File: src/design/pws_pkg.sv
// Shared types and constants for the window scorer.
// Holds the configuration record, divider state and result record, and code constants.
// No dependencies.
`default_nettype none

package pws_pkg;

    // Running sum width and its saturation limits
    localparam int                 SUM_W   = 23;
    localparam logic signed [22:0] SUM_MAX = 23'sh3FFFFF;
    localparam logic signed [22:0] SUM_MIN = -23'sh400000;

    // Input operation codes
    localparam logic OP_WRITE = 1'b0;
    localparam logic OP_SCORE = 1'b1;

    // Result status codes
    localparam logic [1:0] ST_OK    = 2'd0;
    localparam logic [1:0] ST_CLAMP = 2'd1;
    localparam logic [1:0] ST_RANGE = 2'd2;

    // Configuration register indexes
    localparam logic [2:0] REG_MOTIF_LEN  = 3'd0;
    localparam logic [2:0] REG_DINUC_MODE = 3'd1;
    localparam logic [2:0] REG_COMP_EN    = 3'd2;
    localparam logic [2:0] REG_MIN_SUM    = 3'd3;
    localparam logic [2:0] REG_MAX_SUM    = 3'd4;

    typedef struct packed {
        logic [6:0]  motif_length;
        logic        dinucleotide_mode;
        logic        complement_enable;
        logic [21:0] min_sum;
        logic [21:0] max_sum;
    } cfg_t;

    typedef enum logic [1:0] {
        DIV_IDLE,
        DIV_PREP,
        DIV_RUN,
        DIV_DONE
    } div_state_t;

    typedef struct packed {
        logic        busy;
        logic        done;
        logic [15:0] score;
        logic [1:0]  status;
    } div_res_t;

endpackage

`default_nettype wire

File: src/design/pws_cfg_regs.sv
// Configuration register file behind the APB-style port.
// Depends on pws_pkg for the register indexes and the cfg_t record.
`default_nettype none

module pws_cfg_regs (
    input  wire logic               clk,
    input  wire logic               rst_n,
    input  wire logic               psel,
    input  wire logic               penable,
    input  wire logic               pwrite,
    input  wire logic [4:0]         paddr,
    input  wire logic [31:0]        pwdata,
    output logic      [31:0]        prdata,
    output logic                    pready,
    output pws_pkg::cfg_t           cfg
);

    pws_pkg::cfg_t cfg_reg;
    logic          wr_en;
    logic [2:0]    reg_idx;

    assign pready  = 1'b1;
    assign reg_idx = paddr[4:2];
    assign wr_en   = psel && penable && pwrite;
    assign cfg     = cfg_reg;

    // Update the addressed register on the access phase of a write
    always_ff @(posedge clk or negedge rst_n)
    begin
        if (!rst_n)
        begin
            cfg_reg.motif_length      <= 7'd1;
            cfg_reg.dinucleotide_mode <= 1'b0;
            cfg_reg.complement_enable <= 1'b0;
            cfg_reg.min_sum           <= 22'd0;
            cfg_reg.max_sum           <= 22'd1;
        end
        else if (wr_en)
        begin
            case (reg_idx)
                pws_pkg::REG_MOTIF_LEN:  cfg_reg.motif_length      <= pwdata[6:0];
                pws_pkg::REG_DINUC_MODE: cfg_reg.dinucleotide_mode <= pwdata[0];
                pws_pkg::REG_COMP_EN:    cfg_reg.complement_enable <= pwdata[0];
                pws_pkg::REG_MIN_SUM:    cfg_reg.min_sum           <= pwdata[21:0];
                pws_pkg::REG_MAX_SUM:    cfg_reg.max_sum           <= pwdata[21:0];
                default: ;
            endcase
        end
    end

    // Read back, sign-extending the sum bounds
    always_comb
    begin
        case (reg_idx)
            pws_pkg::REG_MOTIF_LEN:  prdata = 32'(cfg_reg.motif_length);
            pws_pkg::REG_DINUC_MODE: prdata = 32'(cfg_reg.dinucleotide_mode);
            pws_pkg::REG_COMP_EN:    prdata = 32'(cfg_reg.complement_enable);
            pws_pkg::REG_MIN_SUM:    prdata = 32'($signed(cfg_reg.min_sum));
            pws_pkg::REG_MAX_SUM:    prdata = 32'($signed(cfg_reg.max_sum));
            default:                 prdata = 32'd0;
        endcase
    end

endmodule

`default_nettype wire

File: config.mk
export PLATFORM = sky130hd
export DESIGN_NAME = pws_cfg_regs
export DESIGN_NICKNAME = d
export VERILOG_FILES = /design/src/design/pws_pkg.sv /design/src/design/pws_cfg_regs.sv
export SDC_FILE = /design/constraint.sdc
export NUM_CORES = 1
export LEC_CHECK = 0
export BUFFER_PORTS_ARGS = -buffer_cell sky130_fd_sc_hd__buf_2
export CAP_MARGIN = 15
export CELL_PAD_IN_SITES_DETAIL_PLACEMENT = 0
export CELL_PAD_IN_SITES_GLOBAL_PLACEMENT = 1
export CORE_MARGIN = 8
export CORE_UTILIZATION = 30
export DETAILED_ROUTE_END_ITERATION = 8
export PLACE_DENSITY = 0.72
export SETUP_SLACK_MARGIN = 0.2
export SLEW_MARGIN = 20
export SYNTH_ARGS = -nofsm -noshare
export SYNTH_HDL_FRONTEND = slang
export SYNTH_SLANG_ARGS = --single-unit
File: constraint.sdc
create_clock -name clk -period 1.5 [get_ports clk]
set_clock_uncertainty 0.1 [all_clocks]
set_input_delay 0.15 -clock clk [delete_from_list [all_inputs] [get_ports clk]]
set_output_delay 0.15 -clock clk [all_outputs]
set_load 0.1 [all_outputs]
==> Word level (Yosys, flattened, before mapping) <==
Index checks and enable logic that the tools add are counted.
W data, S select, Z words.
{ "totals": {"ff_bits": 53, "word_cells": 18, "out_inout_bits": 86, "in_bits": 42} }
{ "op_classes": {"mux": 1, "n_eq_ne": 4, "n_reduce_logical": 8} }
{ "ops": {"columns": ["operator", "n"], "rows": [
  ["$pmux W32 S5", 1],
  ["$reduce_and A2 Y1", 5],
  ["$eq A3 B2 Y1 const B", 2],
  ["$eq A3 B1 Y1 const B", 1],
  ["$eq A3 B3 Y1 const B", 1],
  ["$logic_not A3 Y1", 1],
  ["$logic_and A1 B1 Y1", 2]
]} }

==> Depth between registers and ports, before layout <==
Gate-level depths: netlist (run 1).
{ "depth": {"ltp_word": 3, "depth_mapped": 7, "depth_no_buf": 3} }

==> Worst setup path before layout (run 1) <==
Ideal clock, no wire load.
{ "synth_timing": {"path_type": "reg-to-output", "startpoint": "register cfg_reg, in the netlist cfg[3]", "endpoint": "output prdata[3]", "required_ps": 1250, "path_stages_with_launch": 3, "arrival_time_ps": 3367, "slack_ps": -2117, "n_path_buf": 0, "path_cell_list": "dfrtp_1 inv_1 o32ai_1"} }
{ "synth_between": {"elab_chain_cells": 1} }
{ "synth_lines": {"columns": ["item", "line_no", "text"], "rows": [
  ["from (decl)", "pws_cfg_regs.sv:18", "pws_pkg::cfg_t cfg_reg;"],
  ["$pmux W32 S5", "pws_cfg_regs.sv:54", "case (reg_idx)"],
  ["to (decl)", "pws_cfg_regs.sv:13", "output logic [31:0] prdata,"]
]} }
Every way passes these cells.

==> Worst setup path in the final report (run 1) <==
{ "layout_timing": {"startpoint": "register cfg_reg, in the netlist cfg[46]", "endpoint": "output prdata[0]"} }
Same word-level chain as after synthesis.

==> results of run 1 <==
[cell type report]
type | instances | area, µm² | area share (%)
timing repair buffer | 173 | 2160 | 41.3
sequential | 53 | 1430 | 27.4
multi-input combinational | 98 | 1380 | 26.4
tap | 108 | 135 | 2.58
clock buffer | 5 | 68.8 | 1.32
clock inverter | 3 | 50.0 | 0.956
inverter | 1 | 3.75 | 0.0717
[logic make-up after synthesis]
| group | Yosys count | share of synthesized area [%] |
|---|---|---|
| buffers and inverters | 26 | 7.94 |
| DFF | 53 | 51.4 |
| other | 1 | 0.145 |
| AOI/OAI and AO/OA | 28 | 9.20 |
| and+or+nand+nor | 14 | 3.53 |
| muxes | 55 | 27.8 |
[worst max path at each step]
stage	endpoint	slack, ps	cells past startpoint
2_1_floorplan	prdata[3]	-280	2
3_3_place_gp	prdata[11]	-70	7
3_5_place_dp	prdata[18]	-70	7
4_1_cts	prdata[0]	-230	4
5_1_grt	prdata[0]	-270	4
6_report	prdata[0]	-210	4
[critical path, delay by kind of cell, from the launching register on]
family	cells	cell delay (ps)
flip-flops	1	630
AO/OA/AOI/OAI	1	130
multiplexers	1	70
AND/OR/NAND/NOR	1	150
buffers and inverters	1	160
[metrics by stage]
stage	setup WS [ps]	util, %
CTS	-227	58.4
floorplan	-282	-
global route	-267	61.2
detailed placement	-71.6	50.2
finish	-206	61.2
global placement	-69.6	50.2
[repair_timing]
item	CTS	global route
hold endpoints to repair	97	0
resized for setup	88	43
pin swaps	9	3
hold buffers	22	0
cloned	3	1
setup buffers	4	6
endpoints found under the setup margin	85	67
[power groups by stage]
stage	clock network [W]	registers (W)	logic, W
final	0.00104	0.00216	0.00457
after global routing	0.00111	0.00221	0.00468
after CTS	0.00106	0.00213	0.00434
after detailed placement	0	0.00212	0.00401
after global placement	0	0.00212	0.00398
after floorplan	0	0.00415	0.00115
[layer usage]
| metal | GRT usage (%) | vias to the layer above | part of all wire (%) | wire length, µm |
|---|---|---|---|---|
| li1 | - | 947 | - | - |
| met1 | 16.3 | 1053 | 41 | 3370 |
| met2 | 24.1 | 64 | 52 | 4340 |
| met3 | 4.37 | 4 | 6.8 | 567 |
| met4 | 2.35 | 0 | 0.42 | 35 |
| met5 | 0 | - | 0 | 0 |
[layout by cell type (no fill, tap or decap), types with 6 or more instances in the layout]
cell and n:
a22oi_2 6, mux2_4 30, dfrtp_4 15, buf_8 9
buf_12 47, a22o_4 15, mux2_2 23, buf_2 27
dlygate4sd3_1 22, buf_4 26, buf_6 38, dfrtp_2 36
==> metrics.cfg, run 1 <==
[outcome]
outcome=finished with violations
violations=negative setup slack

[yosys]
synthArstFlopShare_pct=100
synth_top_cell_by_area=dfrtp_1
synth_edf_count=0
synth-seq-cells=53
postSynthAreaPerCell_um2=14.6
synthFlopType=dfrtp_1
netlist_area_um2=2580
synth.area.top_cells=dfrtp_1 49%, mux2_4 16%, mux2_2 11%
synth_most_common_cell=dfrtp_1
synth-seq-area-share_pct=51.4
synth_nets=219
netlist_instances=177
synth_top_area_share_pct=49.4
post_synth_most_frequent_cells=51 x dfrtp_1, 27 x mux2_4, 26 x mux2_2
ys_warn_count=0
synth_cell_types=27

[worst_setup_path]
reg2reg_from=cfg[21]$_DFFE_PN0P_
cp_cell_sequence=mux2i_1 > nor3_2 > a211o_4 > buf_12
cp-startpoint=cfg[46]$_DFFE_PN1P_
ff2ff_setup_slack_ps=210
required_ps=1250
reg2reg_depth=4
cp_max_fo=2
r2r-end=cfg[21]$_DFFE_PN0P_
crit_type=flip-flop to output port
max_stage_delay_ps=630
crit_slowest_cell=dfstp_4
cp.arrival_ps=1460
endpoint_kind=output port
startpoint_type=flip-flop

[sta]
finalCritPeriodShare_pct=114
fin_ws_ps=-206
rsz0062_at_grt=true
fmax_ghz=0.586
drv_slew=0
fin_setup_tns_ps=-2110
setup_viol=20
finalHoldViolCount=0
fin_hold_ws_ps=44.4
period_minus_slack_ps=1710

[power]
power.density_nw_per_um2=1480
power_leakage_nw=2.31
power_frac_seq_pct=27.8
intPower_w=0.00379
clkPwrFrac_pct=13.3
vdd_ir_drop_max_mv=0.854
switching_share_pct=51.2
p_switching_w=0.00397
total_power_w=0.00776
p_comb_share_pct=58.9

[detailed_routing]
drtIter0Drc=35
dr_total_vias=2068
via_per_inst=4.69
dr.pass1.iters=3
wl_um=8320
antenna_left=0
wl_per_cell_um=18.9
drc=0

[placement]
placed_cells=397
placed_cell_area_um2=4290
hpwl_um=5720
gp_congestion=0.746
io_buffers=114

[final_layout]
final_nets=374
stdcell_area_um2=5230
area_growth_syn_to_layout_pct=102
largest_reg_flops=53
drive_gt1_share_pct=90.7
fillers=618
final_cells=441
insertedDiodeCount=0

[worst_hold_path]
whs_path_depth=2
hold_class=primary input to flip-flop
hold_path_end=cfg[22]$_DFFE_PN0P_
min_from=pwdata[0]

[global_route]
grt-ovfl-total=0
track_usage_pct=13.8
grt_max_degree=54
grt_pass1_vias=2342
antenna_found_initial=0
grt_pass1_wl_um=12800

[clock_tree]
numCtsBuffers=5
cts.htree.levels=2
cts_root_buffer=clkbuf_8
cts_tree=yes
clock_latency_ps=310
ctsLongestPathBuffers=2
clock-sinks=53
clk_pin_slew_ps=100

[die]
die-area_um2=11800
die_h_um=109
core-area_um2=8550
initial_core_util_pct=30.2
fp.dieW_um=109
io_pins=128
row_count=34

[flow_run]
max_cap_viol_count=0

Power figures use the tool's default switching activity.
==> inputs of run 2 (changes only) <==
--- a/config.mk
+++ b/config.mk
@@ -11,8 +11,9 @@
 export CELL_PAD_IN_SITES_GLOBAL_PLACEMENT = 1
 export CORE_MARGIN = 8
 export CORE_UTILIZATION = 30
+export CTS_CLUSTER_SIZE = 40
 export DETAILED_ROUTE_END_ITERATION = 8
-export PLACE_DENSITY = 0.72
+export PLACE_DENSITY_LB_ADDON = 0.1
 export SETUP_SLACK_MARGIN = 0.2
 export SLEW_MARGIN = 20
 export SYNTH_ARGS = -nofsm -noshare
==> metrics.cfg, run 2 (synthesis gave the netlist of run 1 again) <==
[power]
p_switching_w=0.00390
clkPwrFrac_pct=13.4
switching_share_pct=51.0
p_comb_share_pct=58.5
intPower_w=0.00374
power_frac_seq_pct=28.1
vdd_ir_drop_max_mv=0.861
power_leakage_nw=2.26
power.density_nw_per_um2=1500

[final_layout]
drive_gt1_share_pct=90.3
final_cell_mix=46 x buf_12, 45 x buf_4, 36 x dfrtp_2
final_nets=372
layout.area.seq_um2=1430
final_common_cell=buf_12
insertedDiodeCount=0
multiInputGateArea_um2=1390
fillers=664
utilization_pct=59.4
stdcell_area_um2=5080
largest_reg_flops=53
area_growth_syn_to_layout_pct=96.4

[outcome]
violations=negative setup slack
outcome=finished with violations

[placement]
io_buffers=114
pre_cts_slack_ps=-46.1
placed_cell_area_um2=4260
hpwl_um=5850
gp_congestion=0.695

[detailed_routing]
wl_per_cell_um=18.8
drc=0
drtIter0Drc=38
dr_total_vias=2042
dr.pass1.iters=4
via_per_inst=4.65
antenna_left=0
wl_um=8250

[clock_tree]
ctsLongestPathBuffers=2
cts.htree.levels=2
cts_root_buffer=clkbuf_8
clock-sinks=53
cts_tree=yes
clock_latency_ps=300
clk_pin_slew_ps=100
numCtsBuffers=5

[global_route]
antenna_found_initial=0
track_usage_pct=13.9
grt_pass1_wl_um=12800
grt-ovfl-total=0
grt_max_degree=54
grt_pass1_vias=2241

[flow_run]
max_cap_viol_count=0

[sta]
finalCritPeriodShare_pct=113
fin_ws_ps=-194
drv_slew=0
finalHoldViolCount=0
fin_setup_tns_ps=-1390
setup_viol=22
period_minus_slack_ps=1690
rsz0062_at_grt=true
fmax_ghz=0.590

[die]
die_h_um=109
initial_core_util_pct=30.2
fp.dieW_um=109
die-area_um2=11800
io_pins=128
core-area_um2=8550
row_count=34

[worst_setup_path]
cp_num_buf_inv=1
endpoint_kind=output port
crit_family=flip-flops
startpoint_type=flip-flop
crit_type=flip-flop to output port
max_stage_delay_ps=480
cp.arrival_ps=1440
cp_max_fo=2
required_ps=1250
crit_slowest_cell=dfstp_4
cp_cell_sequence=mux2i_1 > nor3_2 > a211o_4 > buf_12
ff2ff_setup_slack_ps=260

[worst_hold_path]
hold_class=primary input to flip-flop

-- run 2: cell types whose count changed in the layout (fill, tap and decap cells not counted), moves of 2 or more --
cell    previous run  this run
buf_8              9         7
buf_16             3         1
buf_4             26        45
buf_6             38        23
-- run 2: layout make-up --
type | count | share of cell area (%)
timing repair buffer | 170 | 39.3
sequential | 53 | 28.2
multi-input combinational | 99 | 27.4
tap | 108 | 2.66
clock buffer | 7 | 1.70
clock inverter | 1 | 0.592
inverter | 1 | 0.0739
-- run 2: final timing paths --
path | startpoint | endpoint | depth (start not counted)
max in group asynchronous | rst_n | cfg[46]$_DFFE_PN1P_ | 3
setup / recovery | cfg[46]$_DFFE_PN1P_ | prdata[0] | 4
setup reg to reg | cfg[46]$_DFFE_PN1P_ | cfg[46]$_DFFE_PN1P_ | 4
min in group asynchronous | rst_n | cfg[26]$_DFFE_PN0P_ | 3
hold / removal | pwdata[3] | cfg[25]$_DFFE_PN0P_ | 2
hold reg to reg | cfg[44]$_DFFE_PN0P_ | cfg[44]$_DFFE_PN0P_ | 1
-- run 2: metal layers --
layer	up-vias	GRT usage (%)	part of all wire, %
met1	1019	18.6	44
met4	0	3.52	0.79
met2	68	21.1	48
met3	6	4.55	7.7
li1	949	-	-
met5	-	0	0
-- run 2: power by group through the flow --
stage	Clock (W)	Combinational (W)	Sequential, W
after floorplan	0	0.00115	0.00415
after global placement	0	0.00397	0.00213
after detailed placement	0	0.00399	0.00213
after CTS	0.00107	0.00430	0.00214
after global routing	0.00112	0.00458	0.00220
final	0.00102	0.00447	0.00215
-- run 2: through the flow --
stage,instances,total power [W],hold WS (ps)
after floorplan,177,0.00530,-246
after global placement,398,0.00610,72.5
after detailed placement,398,0.00612,70.6
after CTS,431,0.00752,3.65
after global routing,439,0.00790,14.6
final,439,0.00764,15.7
-- run 2: repair_timing --
action,CTS,global route
cloned,2,0
resized for setup,87,28
hold buffers,21,0
endpoints found under the hold margin,95,0
endpoints found under the setup margin,85,52
buffers inserted,2,8
pin swaps,8,1
-- run 2: worst register-to-register path, stage by stage (launching register included) --
cell and delay, ps:
dfstp_4 480, buf_4 130, buf_6 110, buf_4 120, mux2_4 250
==> inputs of run 3 (changes only) <==
--- a/config.mk
+++ b/config.mk
@@ -9,10 +9,10 @@
 export CAP_MARGIN = 15
 export CELL_PAD_IN_SITES_DETAIL_PLACEMENT = 0
 export CELL_PAD_IN_SITES_GLOBAL_PLACEMENT = 1
-export CORE_MARGIN = 8
-export CORE_UTILIZATION = 30
+export CORE_UTILIZATION = 32
 export CTS_CLUSTER_SIZE = 40
 export DETAILED_ROUTE_END_ITERATION = 8
+export HOLD_SLACK_MARGIN = 0.08
 export PLACE_DENSITY_LB_ADDON = 0.1
 export SETUP_SLACK_MARGIN = 0.2
 export SLEW_MARGIN = 20
==> metrics.cfg, run 3 (synthesis gave the netlist of run 1 again) <==
[outcome]
outcome=finished with violations
violations=negative setup slack

[die]
die_h_um=91.9
row_count=32
die-area_um2=8440
initial_core_util_pct=33.3
core-area_um2=7770
fp.dieW_um=91.9
io_pins=128

[final_layout]
stdcell_area_um2=4900
insertedDiodeCount=0
final_cell_mix=46 x buf_4, 42 x buf_12, 36 x dfrtp_2
largest_reg_flops=53
area_growth_syn_to_layout_pct=89.6
final_nets=366
final_common_cell=buf_4
drive_gt1_share_pct=89.8
final_cells=427

[sta]
finalHoldViolCount=0
fin_hold_ws_ps=212
fin_ws_ps=-195
drv_slew=0
finalCritPeriodShare_pct=113
period_minus_slack_ps=1700
rsz0062_at_grt=true
fmax_ghz=0.590
setup_viol=31

[detailed_routing]
dr_total_vias=2015
wl_um=7120
drc=0
dr.pass1.iters=4
drtIter0Drc=51
wl_per_cell_um=16.7
antenna_left=0
via_per_inst=4.72

[clock_tree]
cts.htree.levels=2
clock-sinks=53
ctsLongestPathBuffers=2
clock_latency_ps=300
cts_tree=yes
cts_root_buffer=clkbuf_8
numCtsBuffers=5
clk_pin_slew_ps=90

[worst_setup_path]
startpoint_type=flip-flop
required_ps=1250
cp-startpoint=cfg[46]$_DFFE_PN1P_
path_depth=4
cp.arrival_ps=1450
setup.worst_path.end=prdata[0]
max_stage_delay_ps=480
crit_family=flip-flops
crit_slowest_cell=dfstp_4
endpoint_kind=output port
reg2reg_from=cfg[21]$_DFFE_PN0P_
ff2ff_setup_slack_ps=410
r2r-end=cfg[21]$_DFFE_PN0P_
reg2reg_depth=2
cp_max_fo=2
cp_cell_sequence=mux2i_2 > nor3_2 > a211o_4 > buf_12
cp_num_buf_inv=1
crit_type=flip-flop to output port

[placement]
io_buffers=114
placed_cells=393
hpwl_um=4930
gp_congestion=0.658
placed_cell_area_um2=4260

[global_route]
grt_max_degree=54
grt_pass1_wl_um=11700
antenna_found_initial=0
grt-ovfl-total=0
track_usage_pct=17.7
grt_pass1_vias=2162

[power]
vdd_ir_drop_max_mv=0.853
total_power_w=0.00728
power.density_nw_per_um2=1490
power_leakage_nw=2.18

[flow_run]
max_cap_viol_count=0

[worst_hold_path]
hold_class=primary input to flip-flop

run 3: what timing repair did:
item                                    4_1_cts  5_1_grt
resized for setup                            73       22
endpoints found under the setup margin       85       48
hold buffers                                 23        0
gates cloned                                  1        0
endpoints found under the hold margin       106        0
pin swaps                                     7        4
buffers inserted                              0        2
run 3: worst min-delay path by stage:
| stage | cells after the start | end | startpoint |
|---|---|---|---|
| after global placement | 2 | cfg[27]$_DFFE_PN0P_ | rst_n |
| after floorplan | 0 | cfg[10]$_DFFE_PN0P_ | rst_n |
| after detailed placement | 2 | cfg[27]$_DFFE_PN0P_ | rst_n |
| after global routing | 3 | cfg[44]$_DFFE_PN0P_ | paddr[2] |
| final | 3 | cfg[44]$_DFFE_PN0P_ | paddr[2] |
| after CTS | 3 | cfg[44]$_DFFE_PN0P_ | paddr[2] |
run 3: worst reg2reg max path, delay by kind of cell (launching register included):
kind / cells / cell delay [ps]
multiplexers: 1 / 250
buffers and inverters: 1 / 130
flip-flops: 1 / 510
run 3: where the power goes:
part | total, W | switching, W | internal [W]
logic | 0.00430 | 0.00303 | 0.00127
registers | 0.00215 | 0.000337 | 0.00181
clock network | 0.000835 | 0.000458 | 0.000378
run 3: cell type report:
type,count,area (µm²)
Sequential cell,53,1430
Inverter,1,6.26
Fill cell,620,2870
Multi-Input combinational cell,99,1400
Tap cell,102,128
Timing Repair Buffer,164,1850
Clock buffer,8,90.1
run 3: metrics by stage:
step	TNS (ps)	setup WS [ps]	utilization [%]
floorplan	-3660	-282	-
global placement	-481	-27.4	54.8
detailed placement	-853	-54.9	54.8
CTS	-1780	-217	61.9
global route	-2930	-256	63.1
finish	-1320	-195	63.1
run 3: layer usage:
metal,vias up,track usage (%),share of wire (%)
met5,-,0,0
met4,0,3.52,0.56
met3,5,3.98,4.3
met2,55,29.7,52
met1,1021,23.4,43
li1,934,-,-
