===== src/design/pws_pkg.sv =====
// Shared types and constants for the window scorer.
// Holds the configuration record, divider state and result record, and code constants.
// No dependencies.
`default_nettype none

package pws_pkg;

    // Running sum width and its saturation limits
    localparam int                 SUM_W   = 23;
    localparam logic signed [22:0] SUM_MAX = 23'sh3FFFFF;
    localparam logic signed [22:0] SUM_MIN = -23'sh400000;

    // Input operation codes
    localparam logic OP_WRITE = 1'b0;
    localparam logic OP_SCORE = 1'b1;

    // Result status codes
    localparam logic [1:0] ST_OK    = 2'd0;
    localparam logic [1:0] ST_CLAMP = 2'd1;
    localparam logic [1:0] ST_RANGE = 2'd2;

    // Configuration register indexes
    localparam logic [2:0] REG_MOTIF_LEN  = 3'd0;
    localparam logic [2:0] REG_DINUC_MODE = 3'd1;
    localparam logic [2:0] REG_COMP_EN    = 3'd2;
    localparam logic [2:0] REG_MIN_SUM    = 3'd3;
    localparam logic [2:0] REG_MAX_SUM    = 3'd4;

    typedef struct packed {
        logic [6:0]  motif_length;
        logic        dinucleotide_mode;
        logic        complement_enable;
        logic [21:0] min_sum;
        logic [21:0] max_sum;
    } cfg_t;

    typedef enum logic [1:0] {
        DIV_IDLE,
        DIV_PREP,
        DIV_RUN,
        DIV_DONE
    } div_state_t;

    typedef struct packed {
        logic        busy;
        logic        done;
        logic [15:0] score;
        logic [1:0]  status;
    } div_res_t;

endpackage

`default_nettype wire


===== src/design/pws_norm_div.sv =====
// Normalizer: clamps the window sum and divides (sum-min) by (max-min), one
// quotient bit per cycle. Depends on pws_pkg for cfg_t, div_res_t and codes.
`default_nettype none

module pws_norm_div #(
    parameter int SCORE_BITS = 16
) (
    input  wire logic               clk,
    input  wire logic               rst_n,
    input  wire logic               start,
    input  wire logic signed [22:0] sum,
    input  wire pws_pkg::cfg_t      cfg,
    input  wire logic               take,
    output pws_pkg::div_res_t       res
);

    localparam int CW = $clog2(SCORE_BITS + 1);

    pws_pkg::div_state_t state_reg, state_next;

    logic signed [22:0]    sum_reg;
    logic [21:0]           span_reg;
    logic [22:0]           rem_reg;
    logic [SCORE_BITS-1:0] q_reg;
    logic [CW-1:0]         cnt_reg;
    logic [1:0]            status_reg;

    logic signed [22:0] min23;
    logic signed [22:0] max23;
    logic signed [22:0] span23;
    logic signed [22:0] sum_c;
    logic signed [22:0] diff23;
    logic               degenerate;
    logic               clamped;
    logic               full_scale;
    logic [23:0]        rem2;
    logic [23:0]        span24;
    logic               q_bit;

    // Range setup from the configured bounds
    always_comb
    begin
        min23      = 23'($signed(cfg.min_sum));
        max23      = 23'($signed(cfg.max_sum));
        span23     = max23 - min23;
        degenerate = (max23 <= min23);
        clamped    = (sum_reg < min23) || (sum_reg > max23);
        if (sum_reg < min23)
        begin
            sum_c = min23;
        end
        else if (sum_reg > max23)
        begin
            sum_c = max23;
        end
        else
        begin
            sum_c = sum_reg;
        end
        diff23     = sum_c - min23;
        full_scale = (diff23 == span23);
    end

    // Shift-subtract step
    assign rem2   = {rem_reg, 1'b0};
    assign span24 = 24'(span_reg);
    assign q_bit  = (rem2 >= span24);

    // Next state
    always_comb
    begin
        state_next = state_reg;
        case (state_reg)
            pws_pkg::DIV_IDLE:
            begin
                if (start)
                begin
                    state_next = pws_pkg::DIV_PREP;
                end
            end
            pws_pkg::DIV_PREP:
            begin
                if (degenerate || full_scale)
                begin
                    state_next = pws_pkg::DIV_DONE;
                end
                else
                begin
                    state_next = pws_pkg::DIV_RUN;
                end
            end
            pws_pkg::DIV_RUN:
            begin
                if (cnt_reg == CW'(1))
                begin
                    state_next = pws_pkg::DIV_DONE;
                end
            end
            pws_pkg::DIV_DONE:
            begin
                if (take)
                begin
                    state_next = pws_pkg::DIV_IDLE;
                end
            end
            default: state_next = pws_pkg::DIV_IDLE;
        endcase
    end

    always_ff @(posedge clk or negedge rst_n)
    begin
        if (!rst_n)
        begin
            state_reg <= pws_pkg::DIV_IDLE;
        end
        else
        begin
            state_reg <= state_next;
        end
    end

    // Datapath: latch sum, set up the range, then one quotient bit per cycle
    always_ff @(posedge clk)
    begin
        case (state_reg)
            pws_pkg::DIV_IDLE:
            begin
                if (start)
                begin
                    sum_reg <= sum;
                end
            end
            pws_pkg::DIV_PREP:
            begin
                span_reg <= span23[21:0];
                rem_reg  <= diff23;
                cnt_reg  <= CW'(SCORE_BITS);
                if (degenerate)
                begin
                    status_reg <= pws_pkg::ST_RANGE;
                    q_reg      <= '0;
                end
                else
                begin
                    status_reg <= clamped ? pws_pkg::ST_CLAMP : pws_pkg::ST_OK;
                    q_reg      <= full_scale ? '1 : '0;
                end
            end
            pws_pkg::DIV_RUN:
            begin
                rem_reg <= q_bit ? 23'(rem2 - span24) : rem2[22:0];
                q_reg   <= {q_reg[SCORE_BITS-2:0], q_bit};
                cnt_reg <= cnt_reg - CW'(1);
            end
            default: ;
        endcase
    end

    // Result outputs
    always_comb
    begin
        res.busy   = (state_reg != pws_pkg::DIV_IDLE);
        res.done   = (state_reg == pws_pkg::DIV_DONE);
        res.score  = 16'(32'(q_reg));
        res.status = status_reg;
    end

endmodule

`default_nettype wire


===== config.mk =====
export PLATFORM = sky130hd
export DESIGN_NAME = pws_norm_div
export DESIGN_NICKNAME = d
export VERILOG_FILES = /design/src/design/pws_pkg.sv /design/src/design/pws_norm_div.sv
export SDC_FILE = /design/constraint.sdc
export NUM_CORES = 1
export LEC_CHECK = 0
export BUFFER_PORTS_ARGS = -buffer_cell sky130_fd_sc_hd__buf_2
export CORE_ASPECT_RATIO = 0.75
export CORE_MARGIN = 5
export CORE_UTILIZATION = 25
export CTS_BUF_LIST = sky130_fd_sc_hd__clkbuf_4 sky130_fd_sc_hd__clkbuf_8 sky130_fd_sc_hd__clkbuf_16
export CTS_CLUSTER_DIAMETER = 120
export DETAILED_ROUTE_END_ITERATION = 8
export SYNTH_ARGS = -nofsm -noshare
export SYNTH_HDL_FRONTEND = slang
export SYNTH_SLANG_ARGS = --single-unit

===== constraint.sdc =====
create_clock -name clk -period 8.2 [get_ports clk]
set_clock_uncertainty 0.2 [all_clocks]
set_input_delay 1.64 -clock clk [delete_from_list [all_inputs] [get_ports clk]]
set_output_delay 1.64 -clock clk [all_outputs]
set_load 0.1 [all_outputs]

Word level (Yosys, flattened, before mapping)
Cells that the tools add are included.
Widths: inputs -> output; s select.
{"block": "totals", "reg_bits": 93, "inputBits": 80, "output_inout_bits": 20, "wordCells": 44}
{"block": "classes", "add_sub_neg": 4, "n_lt_le_gt_ge": 4, "eq_ne": 8, "muxes": 14, "reduce_logical": 7}
{"cell": "$mux 23", "n": 3}
{"cell": "$pmux 23 s2", "n": 1}
{"cell": "$sub 23x22->23", "n": 2}
{"cell": "$mux 16", "n": 2}
{"cell": "$pmux 16 s2", "n": 1}
{"cell": "$ge 24x22->1", "n": 1}
{"cell": "$eq 23x23->1", "n": 1}
{"cell": "$gt 23x22->1", "n": 1}
{"cell": "$lt 23x22->1", "n": 1}
{"cell": "$sub 22x22->23", "n": 1}
{"cell": "$le 22x22->1", "n": 1}
{"cell": "$pmux 5 s2", "n": 1}
{"cell": "$pmux 2 s4", "n": 1}
{"cell": "$mux 2", "n": 3}
{"cell": "$ne 2x2->1 const B", "n": 3}
{"cell": "$eq 5x1->1 const B", "n": 1}
{"cell": "$sub 5x1->5 const B", "n": 1}
{"cell": "$eq 2x2->1 const B", "n": 2}
{"cell": "$reduce_bool 2->1", "n": 2}
{"cell": "$reduce_and 3->1", "n": 1}
{"cell": "$eq 2x1->1 const B", "n": 1}
{"cell": "$logic_not 2->1", "n": 1}
{"cell": "$logic_or 1x1->1", "n": 2}
{"cell": "$mux 1", "n": 2}
{"cell": "$reduce_and 2->1", "n": 1}

Depth between registers and ports, before layout
Gate-level depths: netlist of the first run.
{"block": "logic_depth", "ltp_word": 8, "mapped_depth": 30, "depth_no_buf": 25}

Least setup slack after synthesis of the first run
OpenSTA, ideal clock, no wires.
{"block": "synth_timing", "path_kind": "input port to flip-flop", "startpoint": "input cfg[21] in the netlist's numbering", "endpoint": "register q_reg[10] (data pin)", "setup_ns": 0.142, "t_arrival_ns": 7.165, "t_required_ns": 7.858, "slack_ns": 0.693, "stages": 29, "path_buffers": 5, "cell_sequence": "inv_1 -> ha_1 -> clkbuf_1 -> nand4_1 -> nor4_1 -> o31ai_1 -> nand2_1 -> nor2_1 -> xnor2_1 -> nand2b_1 -> clkbuf_1 -> clkbuf_1 -> o211ai_1 -> o21ai_0 -> ha_1 -> inv_1 -> fa_1 -> a21o_1 -> a22oi_1 -> a211o_1 -> a21oi_1 -> or2_1 -> a311oi_1 -> o2bb2ai_1 -> xnor3_1 -> or4_1 -> buf_6 -> buf_12 -> o21ai_2"}
{"block": "synth_between", "elab_chain_cells": 8, "word_cells_on_any_way": 10, "cone_classes": "add/sub: 2; order compare: 2; eq/ne: 1; mux: 5"}
{"element": "start, declared", "line": "pws_norm_div.sv:12", "source": "input wire pws_pkg::cfg_t cfg,"}
{"element": "$gt 23x22->1", "line": "pws_norm_div.sv:52", "source": "else if (sum_reg > max23)"}
{"element": "$mux 23", "line": "pws_norm_div.sv:52"}
{"element": "$mux 23", "line": "pws_norm_div.sv:48", "source": "if (sum_reg < min23)"}
{"element": "$sub 23x22->23", "line": "pws_norm_div.sv:60", "source": "diff23 = sum_c - min23;"}
{"element": "$eq 23x23->1", "line": "pws_norm_div.sv:61", "source": "full_scale = (diff23 == span23);"}
{"element": "$mux 16", "line": "pws_norm_div.sv:146", "source": "q_reg <= full_scale ? '1 : '0;"}
{"element": "$mux 16 (*)", "line": "pws_norm_div.sv:138", "source": "if (degenerate)"}
{"element": "$pmux 16 s2 (*)", "line": "pws_norm_div.sv:125", "source": "case (state_reg)"}
{"element": "end signal, assigned", "line": "pws_norm_div.sv:146"}
{"element": "end signal, assigned", "line": "pws_norm_div.sv:152", "source": "q_reg <= {q_reg[SCORE_BITS-2:0], q_bit};"}
{"element": "end, declared", "line": "pws_norm_div.sv:24", "source": "logic [SCORE_BITS-1:0] q_reg;"}
Mark *: on every way between the ends. The rest lies on a longest branch, timed or not.
A chain may end at the register's enable or synchronous reset.

Final worst setup path of the first run
{"block": "layout_timing", "startpoint": "input cfg[6] in the netlist's numbering", "endpoint": "register q_reg[2] (data pin)"}
The elaborated chain is that of the path after synthesis.

==> impl_metrics.py, run 1 <==
metrics = {
    "clock_tree": {
        "h-tree-depth": 3,
        "ctsRootBufferMaster": "clkbuf_16",
        "clockBufferDepth": 2,
        "cts.clk_slew.worst_paths_ns": 0.08,
        "numCtsBuffers": 9,
        "ctsHoldBuffers": 0,
        "clock_sinks": 93,
        "clock_latency_ns": 0.38,
        "cts-resized-gates": 0,
        "cts_setup_buffers": 0,
        "cts_tree": "done",
    },
    "worst_setup_path": {
        "path_depth": 27,
        "worst-path-buf-inv": 5,
        "worstPathRequired_ns": 8.24,
        "timing_worst_setup_path_type": "in2reg",
        "timing.rr.start": "sum_reg[6]",
        "critPathArrivalTime_ns": 7.68,
        "slowest_delay_ns": 0.75,
        "cp-start-kind": "input port",
        "path_delay_family": "compound AO/OA/AOI/OAI gates",
        "worst_path_max_delay_cell": "o31ai_1",
        "worstReg2RegEnd": "q_reg[2]",
        "reg2reg_depth": 25,
        "worst-path-max-fanout": 16,
        "cp-end-kind": "flip-flop",
        "rrSetupSlack_ns": 1.55,
    },
    "cells_and_area": {
        "fin_nets": 1352,
        "drive_gt1_share_pct": 14.4,
        "area_delta_synth_final_pct": 15.7,
        "diodes": 0,
        "fin_util_pct": 29.4,
    },
    "global_route": {
        "grt_pass1_vias": 7558,
        "grt.total_usage_pct": 12.7,
        "grt_pass1_wl_um": 40900,
        "grtUsageMet3_pct": 3.67,
        "globalRouteMet1Util_pct": 19.6,
        "antenna_found_initial": 3,
        "grt_max_degree": 77,
        "grt.busiest_layer": "met1",
        "gr-usage-met2_pct": 17.4,
        "grt_overflow": 0,
    },
    "timing": {
        "setup_viol": 0,
        "fin_crit_sh_pct": 93.2,
        "setup_ws_ns": 0.554,
        "hold_viol_final": 0,
        "tns_ns": 0,
        "drv_slew": 0,
        "relSlewSlack_pct": 19.7,
        "fmax_mhz": 131,
        "fin_crit_ns": 7.65,
        "grt_setup_unrepaired": "no",
        "timing.hold.ws_ns": 0.363,
        "worst_pin_slew_ns": 1.20,
    },
    "synth": {
        "synthArstFlopShare_pct": 2.15,
        "synth-edff-count": 91,
        "syn-mean-instance-area_um2": 8.73,
        "syn-num-nets": 1251,
        "yosysWarnings": 0,
        "netlist_instances": 1050,
        "synth-main-ff-cell": "edfxtp_1",
        "synth_seq_cells": 93,
        "synthDistinctLibCells": 76,
        "synth.cell_area_mm2": 0.00916,
        "yosysSeqAreaShare_pct": 30.4,
    },
    "pwr": {
        "powerDensity_mw_per_mm2": 406,
        "vdd_drop_max_mv": 0.485,
        "static-leakage-power_nw": 4.62,
    },
    "floorplanning": {
        "start_util_pct": 25.4,
        "io_pins": 100,
        "rows": 60,
        "fp.dieH_um": 176,
        "coreArea_mm2": 0.0360,
        "die_area_mm2": 0.0406,
        "die_w_um": 231,
    },
    "route": {
        "drtIter0Drc": 691,
        "drt-total-wl_um": 25900,
        "routedWlPerCell_um": 16.0,
        "drtAntennaViolNets": 0,
        "firstDrtPassIters": 5,
        "vias_per_cell": 4.99,
        "via_count": 8095,
        "drc": 0,
    },
    "status": {
        "outcome": "finished clean",
    },
    "placed_design": {
        "dp_slack_ns": 0.216,
        "place_congestion": 0.888,
        "hpwl_um": 20900,
        "io_buffers": 90,
    },
    "worst_hold_path": {
        "min_from": "q_reg[6]",
        "whs_endpoint": "q_reg[7]",
        "min_path_cells": 2,
        "hold_class": "reg2reg",
    },
    "run": {
        "maxCapViolCount": 0,
    },
}
==> power by group <==
part           internal [mW]  leakage (nW)  switching (mW)
logic                   1.07          3.57            1.83
registers              0.851         0.901           0.105
clock network          0.217         0.147           0.231
total                   2.14          4.62            2.17
==> final cells by class <==
type	instances	area [um^2]
Sequential cell	93	2780
Timing Repair Buffer	119	681
Clock inverter	7	73.8
Multi-Input combinational cell	834	5900
Inverter	94	353
Fill cell	3852	25400
Tap cell	465	582
Clock buffer	9	225
==> cells by family after synthesis <==
family | after synthesis | synth area share (%)
AO/OA/AOI/OAI | 318 | 22.5
XOR/XNOR | 68 | 6.95
adder cells (fa/ha/maj) | 121 | 16.8
buffers and inverters | 123 | 5.39
flip-flops | 93 | 30.4
multiplexers | 17 | 1.87
AND/OR/NAND/NOR | 310 | 16.1
==> synth_stat cells, types with 13 or more instances <==
cell type / instances / share of area, %
mux2i_1: 16 / 1.7
xnor2_1: 38 / 3.6
edfxtp_1: 91 / 30
xor2_1: 27 / 2.6
clkbuf_1: 24 / 0.98
a21o_1: 27 / 2.2
nor2_1: 113 / 4.6
a211oi_1: 16 / 1.3
nand4_1: 19 / 1.3
o21ai_0: 39 / 2.1
ha_1: 118 / 16
nand3_1: 19 / 1.0
inv_1: 94 / 3.9
nor3_1: 18 / 0.98
nand2b_1: 13 / 0.89
a21oi_1: 127 / 6.9
nand2_1: 65 / 2.7
==> routing by layer <==
metal,share of wire [%],vias to the layer above
li1,-,4061
met1,52,3776
met2,39,233
met3,8.7,21
met4,0.95,4
met5,0.10,-
==> per-stage QoR <==
stage	instance area [um^2]	total power [mW]	cells
floorplan	9160	3.21	1050
global placement	10300	3.80	1605
detailed placement	10300	3.84	1605
CTS	10600	4.32	1621
global route	10600	4.66	1621
finish	10600	4.30	1621
==> tightest hold or removal path, cell delays in order, from the launching register on <==
cell      delay [ns]
edfxtp_1        0.35
nand2_1         0.07
o21ai_2         0.05
==> worst max path at each step <==
stage            start   endpoint  slack, ns
3_5_place_dp    cfg[6]   q_reg[2]       0.22
3_3_place_gp    cfg[6]   q_reg[3]       0.30
4_1_cts         cfg[6]   q_reg[2]       0.60
6_report        cfg[6]   q_reg[2]       0.55
2_1_floorplan  cfg[21]  q_reg[10]       0.69
5_1_grt         cfg[6]   q_reg[2]       0.02
==> placed cells by master (no fill, tap or decap), types with 5 or more instances in the layout <==
cell / synthesis / routed
a211oi_1: 16 / 16
a21o_1: 27 / 27
a21oi_1: 127 / 127
and2_1: 9 / 9
and3_1: 9 / 9
buf_2: 1 / 90
buf_4: 0 / 28
clkbuf_16: 0 / 9
edfxtp_1: 91 / 91
ha_1: 118 / 116
inv_1: 94 / 94
mux2i_1: 16 / 16
nand2_1: 65 / 65
nand2b_1: 13 / 13
nand3_1: 19 / 19
nand4_1: 19 / 19
nor2_1: 113 / 113
nor2b_1: 12 / 12
nor3_1: 18 / 18
nor4_1: 6 / 6
o211ai_1: 5 / 5
o21a_1: 9 / 9
o21ai_0: 39 / 39
o21ai_1: 8 / 8
o21ai_2: 10 / 10
o21bai_1: 5 / 5
o221ai_1: 10 / 10
o22ai_1: 5 / 5
o31ai_1: 5 / 5
xnor2_1: 38 / 38
xor2_1: 27 / 27
No activity file was read; power rests on OpenSTA's default activity.
==> run 2, diff against run 1 <==
--- a/config.mk
+++ b/config.mk
@@ -5,13 +5,15 @@
 export SDC_FILE = /design/constraint.sdc
 export NUM_CORES = 1
 export LEC_CHECK = 0
+export ABC_AREA = 1
 export BUFFER_PORTS_ARGS = -buffer_cell sky130_fd_sc_hd__buf_2
 export CORE_ASPECT_RATIO = 0.75
 export CORE_MARGIN = 5
-export CORE_UTILIZATION = 25
+export CORE_UTILIZATION = 59
 export CTS_BUF_LIST = sky130_fd_sc_hd__clkbuf_4 sky130_fd_sc_hd__clkbuf_8 sky130_fd_sc_hd__clkbuf_16
 export CTS_CLUSTER_DIAMETER = 120
 export DETAILED_ROUTE_END_ITERATION = 8
+export PLACE_DENSITY = 0.8
 export SYNTH_ARGS = -nofsm -noshare
 export SYNTH_HDL_FRONTEND = slang
 export SYNTH_SLANG_ARGS = --single-unit
==> run 2 against run 1 <==
Effect of this change: critical path depth up 1; area after synthesis up 12%; die area down 50%; global-route usage up 16 points; sequential power down 2.2%; core utilization up 37 points; count of clock-buffer cells in the layout unchanged; wire length up 12%; register-to-register slack better by 0.26 ns; first-iteration DRC count up 90%; critical endpoint is now q_reg[13]; largest cell class unchanged.
==> impl_metrics.py, run 2 <==
metrics = {
    "global_route": {
        "grt.total_usage_pct": 28.4,
        "antenna_found_initial": 0,
        "grt_pass1_wl_um": 46400,
        "grt_overflow": 0,
        "grt_max_degree": 48,
        "grt_pass1_vias": 9348,
    },
    "synth": {
        "synth_top_cell_by_area": "edfxtp_1",
        "netlist_instances": 1539,
        "synth-main-ff-cell": "edfxtp_1",
        "synthAdderAreaFrac_pct": 15.0,
        "yosysMostFrequentCell": "nand2_1",
        "synth_simple_gate_area_share_pct": 33.0,
        "synth-edff-count": 91,
        "synth_xor_area_share_pct": 2.55,
        "synth_compound_area_share_pct": 12.2,
        "yosysSeqAreaShare_pct": 27.1,
        "synthArstFlopShare_pct": 2.15,
        "synthDominantCellAreaShare_pct": 26.6,
        "synthTopCellsByCount": "nand2_1, inv_1, ha_1, nand3_1, o21ai_0",
        "yosysWarnings": 0,
        "synthDistinctLibCells": 45,
        "synth_area_leaders": "edfxtp_1, nand2_1, ha_1",
        "synth_top_family_by_area": "simple AND/OR/NAND/NOR gates",
        "synth.cell_area_mm2": 0.0103,
        "syn-mean-instance-area_um2": 6.67,
        "synthMuxAreaShare_pct": 0.0975,
        "syn-num-nets": 1740,
        "synth_seq_cells": 93,
    },
    "floorplanning": {
        "rows": 41,
        "start_util_pct": 60.6,
        "io_pins": 100,
        "die_area_mm2": 0.0202,
        "coreArea_mm2": 0.0169,
        "die_w_um": 162,
        "fp.dieH_um": 124,
    },
    "clock_tree": {
        "h-tree-depth": 3,
        "clock_latency_ns": 0.38,
        "clock_sinks": 93,
        "cts_tree": "done",
        "clockBufferDepth": 2,
        "ctsRootBufferMaster": "clkbuf_16",
        "cts.clk_slew.worst_paths_ns": 0.08,
        "ctsHoldBuffers": 0,
        "numCtsBuffers": 9,
        "cts-resized-gates": 0,
        "cts_setup_buffers": 0,
    },
    "timing": {
        "setup_viol": 0,
        "fmax_mhz": 136,
        "grt_setup_unrepaired": "no",
        "hold_viol_final": 0,
        "worst_pin_slew_ns": 1.14,
        "relSlewSlack_pct": 24.2,
        "fin_crit_ns": 7.35,
        "tns_ns": 0,
        "fin_crit_sh_pct": 89.6,
        "drv_slew": 0,
    },
    "cells_and_area": {
        "final_common_cell": "nand2_1",
        "multi_input_area_mm2": 0.00645,
        "fin_nets": 1823,
        "final_cell_mix": "nand2_1, inv_1, ha_1, nand3_1, o21ai_0",
        "diodes": 0,
        "fillers": 1561,
        "regArea_mm2": 0.00278,
        "design_area_mm2": 0.0112,
        "area_delta_synth_final_pct": 9.44,
        "drive_gt1_share_pct": 9.28,
    },
    "route": {
        "top_layer": "met4",
        "drc": 0,
        "vias_per_cell": 5.65,
        "drtIter0Drc": 1310,
        "drt-total-wl_um": 29100,
        "firstDrtPassIters": 6,
        "drt-met1-wl_um": 13500,
        "route.met2.wl_um": 12400,
        "routedWlPerCell_um": 15.8,
        "wl_met3_um": 2800,
        "drtAntennaViolNets": 0,
        "via_count": 10409,
    },
    "worst_hold_path": {
        "min_path_cells": 2,
        "hold_class": "reg2reg",
    },
    "worst_setup_path": {
        "cp-start-kind": "input port",
        "critPathArrivalTime_ns": 7.37,
        "worst-path-max-fanout": 28,
        "crit_end": "q_reg[13]",
        "rrSetupSlack_ns": 1.81,
        "cp-end-kind": "flip-flop",
        "timing_worst_setup_path_type": "in2reg",
        "cp-startpoint": "cfg[18]",
        "reg2reg_depth": 26,
        "timing.rr.start": "sum_reg[18]",
        "worstPathRequired_ns": 8.22,
        "worstReg2RegEnd": "q_reg[13]",
    },
    "status": {
        "outcome": "finished clean",
    },
    "placed_design": {
        "io_buffers": 90,
        "place_congestion": 0.991,
        "dpl-instance-area_mm2": 0.0109,
        "hpwl_um": 23800,
    },
    "run": {
        "maxCapViolCount": 0,
    },
    "pwr": {
        "static-leakage-power_nw": 6.05,
        "vdd_drop_max_mv": 0.655,
        "powerDensity_mw_per_mm2": 368,
    },
}
==> run 2: cell types whose count changed after synthesis, moves of 12 or more <==
cell	previous run	this run
mux2i_1	16	1
a211oi_1	16	1
nand4_1	19	35
xnor2_1	38	11
a21o_1	27	4
nand2b_1	13	0
o21ai_0	39	93
nor2b_1	12	0
a21oi_1	127	90
nor2_1	113	81
nand3_1	19	107
nand2_1	65	524
inv_1	94	244
==> run 2: kinds of logic after synthesis <==
group | Yosys count
simple gates | 798
buf+inv | 270
compound gates | 227
fa+ha+maj | 121
flops | 93
xor+xnor | 29
mux | 1
==> run 2: worst max-delay path: stages <==
cell	delay, ns
buf_2	0.10
inv_1	0.06
ha_1	0.31
nand2_1	0.09
nor2_1	0.37
nand4_1	0.14
nor3_1	0.49
nand3b_1	0.22
nand3_2	0.28
inv_1	0.40
o21ai_0	0.27
o21ai_0	0.21
fa_1	0.55
nand2_1	0.11
inv_1	0.05
nand2_1	0.07
nand2_1	0.14
nand2_1	0.11
nand2_1	0.09
a21oi_1	0.13
nand3_1	0.08
nor2_1	0.31
nand4_1	0.14
nor2_1	0.12
nand4_1	0.11
nor3_2	0.18
nand4_2	0.41
nand2_1	0.19
==> run 2: area by class of cell <==
class / count / share of cell area, %
Clock buffer: 9 / 2.01
Tap cell: 215 / 2.40
Clock inverter: 7 / 0.813
Multi-Input combinational cell: 1176 / 57.4
Timing Repair Buffer: 95 / 4.34
Inverter: 247 / 8.26
Sequential cell: 93 / 24.8
==> run 2: power breakdown <==
part	internal, mW	switching [mW]	total [mW]
clock network	0.221	0.235	0.456
registers	0.840	0.0961	0.936
logic	0.808	1.93	2.74
==> run 2: how the worst min path moves through the flow <==
| stage | start | to | slack, ns |
|---|---|---|---|
| final | q_reg[14] | q_reg[15] | 0.34 |
| after global routing | q_reg[14] | q_reg[15] | 0.37 |
| after CTS | q_reg[14] | q_reg[15] | 0.35 |
| after detailed placement | q_reg[14] | q_reg[15] | 0.33 |
| after global placement | q_reg[14] | q_reg[15] | 0.32 |
| after floorplan | cnt_reg[4] | cnt_reg[4] | 0.34 |
==> run 2: stage by stage <==
stage | utilization (%) | instances | setup slack (ns) | power (mW) | hold slack [ns]
final | 66.3 | 1842 | 0.853 | 4.13 | 0.344
after global routing | 66.3 | 1842 | 0.458 | 4.48 | 0.370
after CTS | 66.3 | 1842 | 1.10 | 4.10 | 0.345
after detailed placement | 64.5 | 1826 | 0.712 | 3.63 | 0.326
after global placement | 64.5 | 1826 | 0.810 | 3.56 | 0.323
after floorplan | - | 1539 | 2.51 | 3.02 | 0.344
==> run 2: layer usage <==
| layer | global-route usage (%) | vias to the layer above |
|---|---|---|
| met1 | 41.9 | 4705 |
| li1 | - | 5241 |
| met2 | 43.2 | 426 |
| met4 | 5.52 | 0 |
| met3 | 5.59 | 37 |
| met5 | 0 | - |
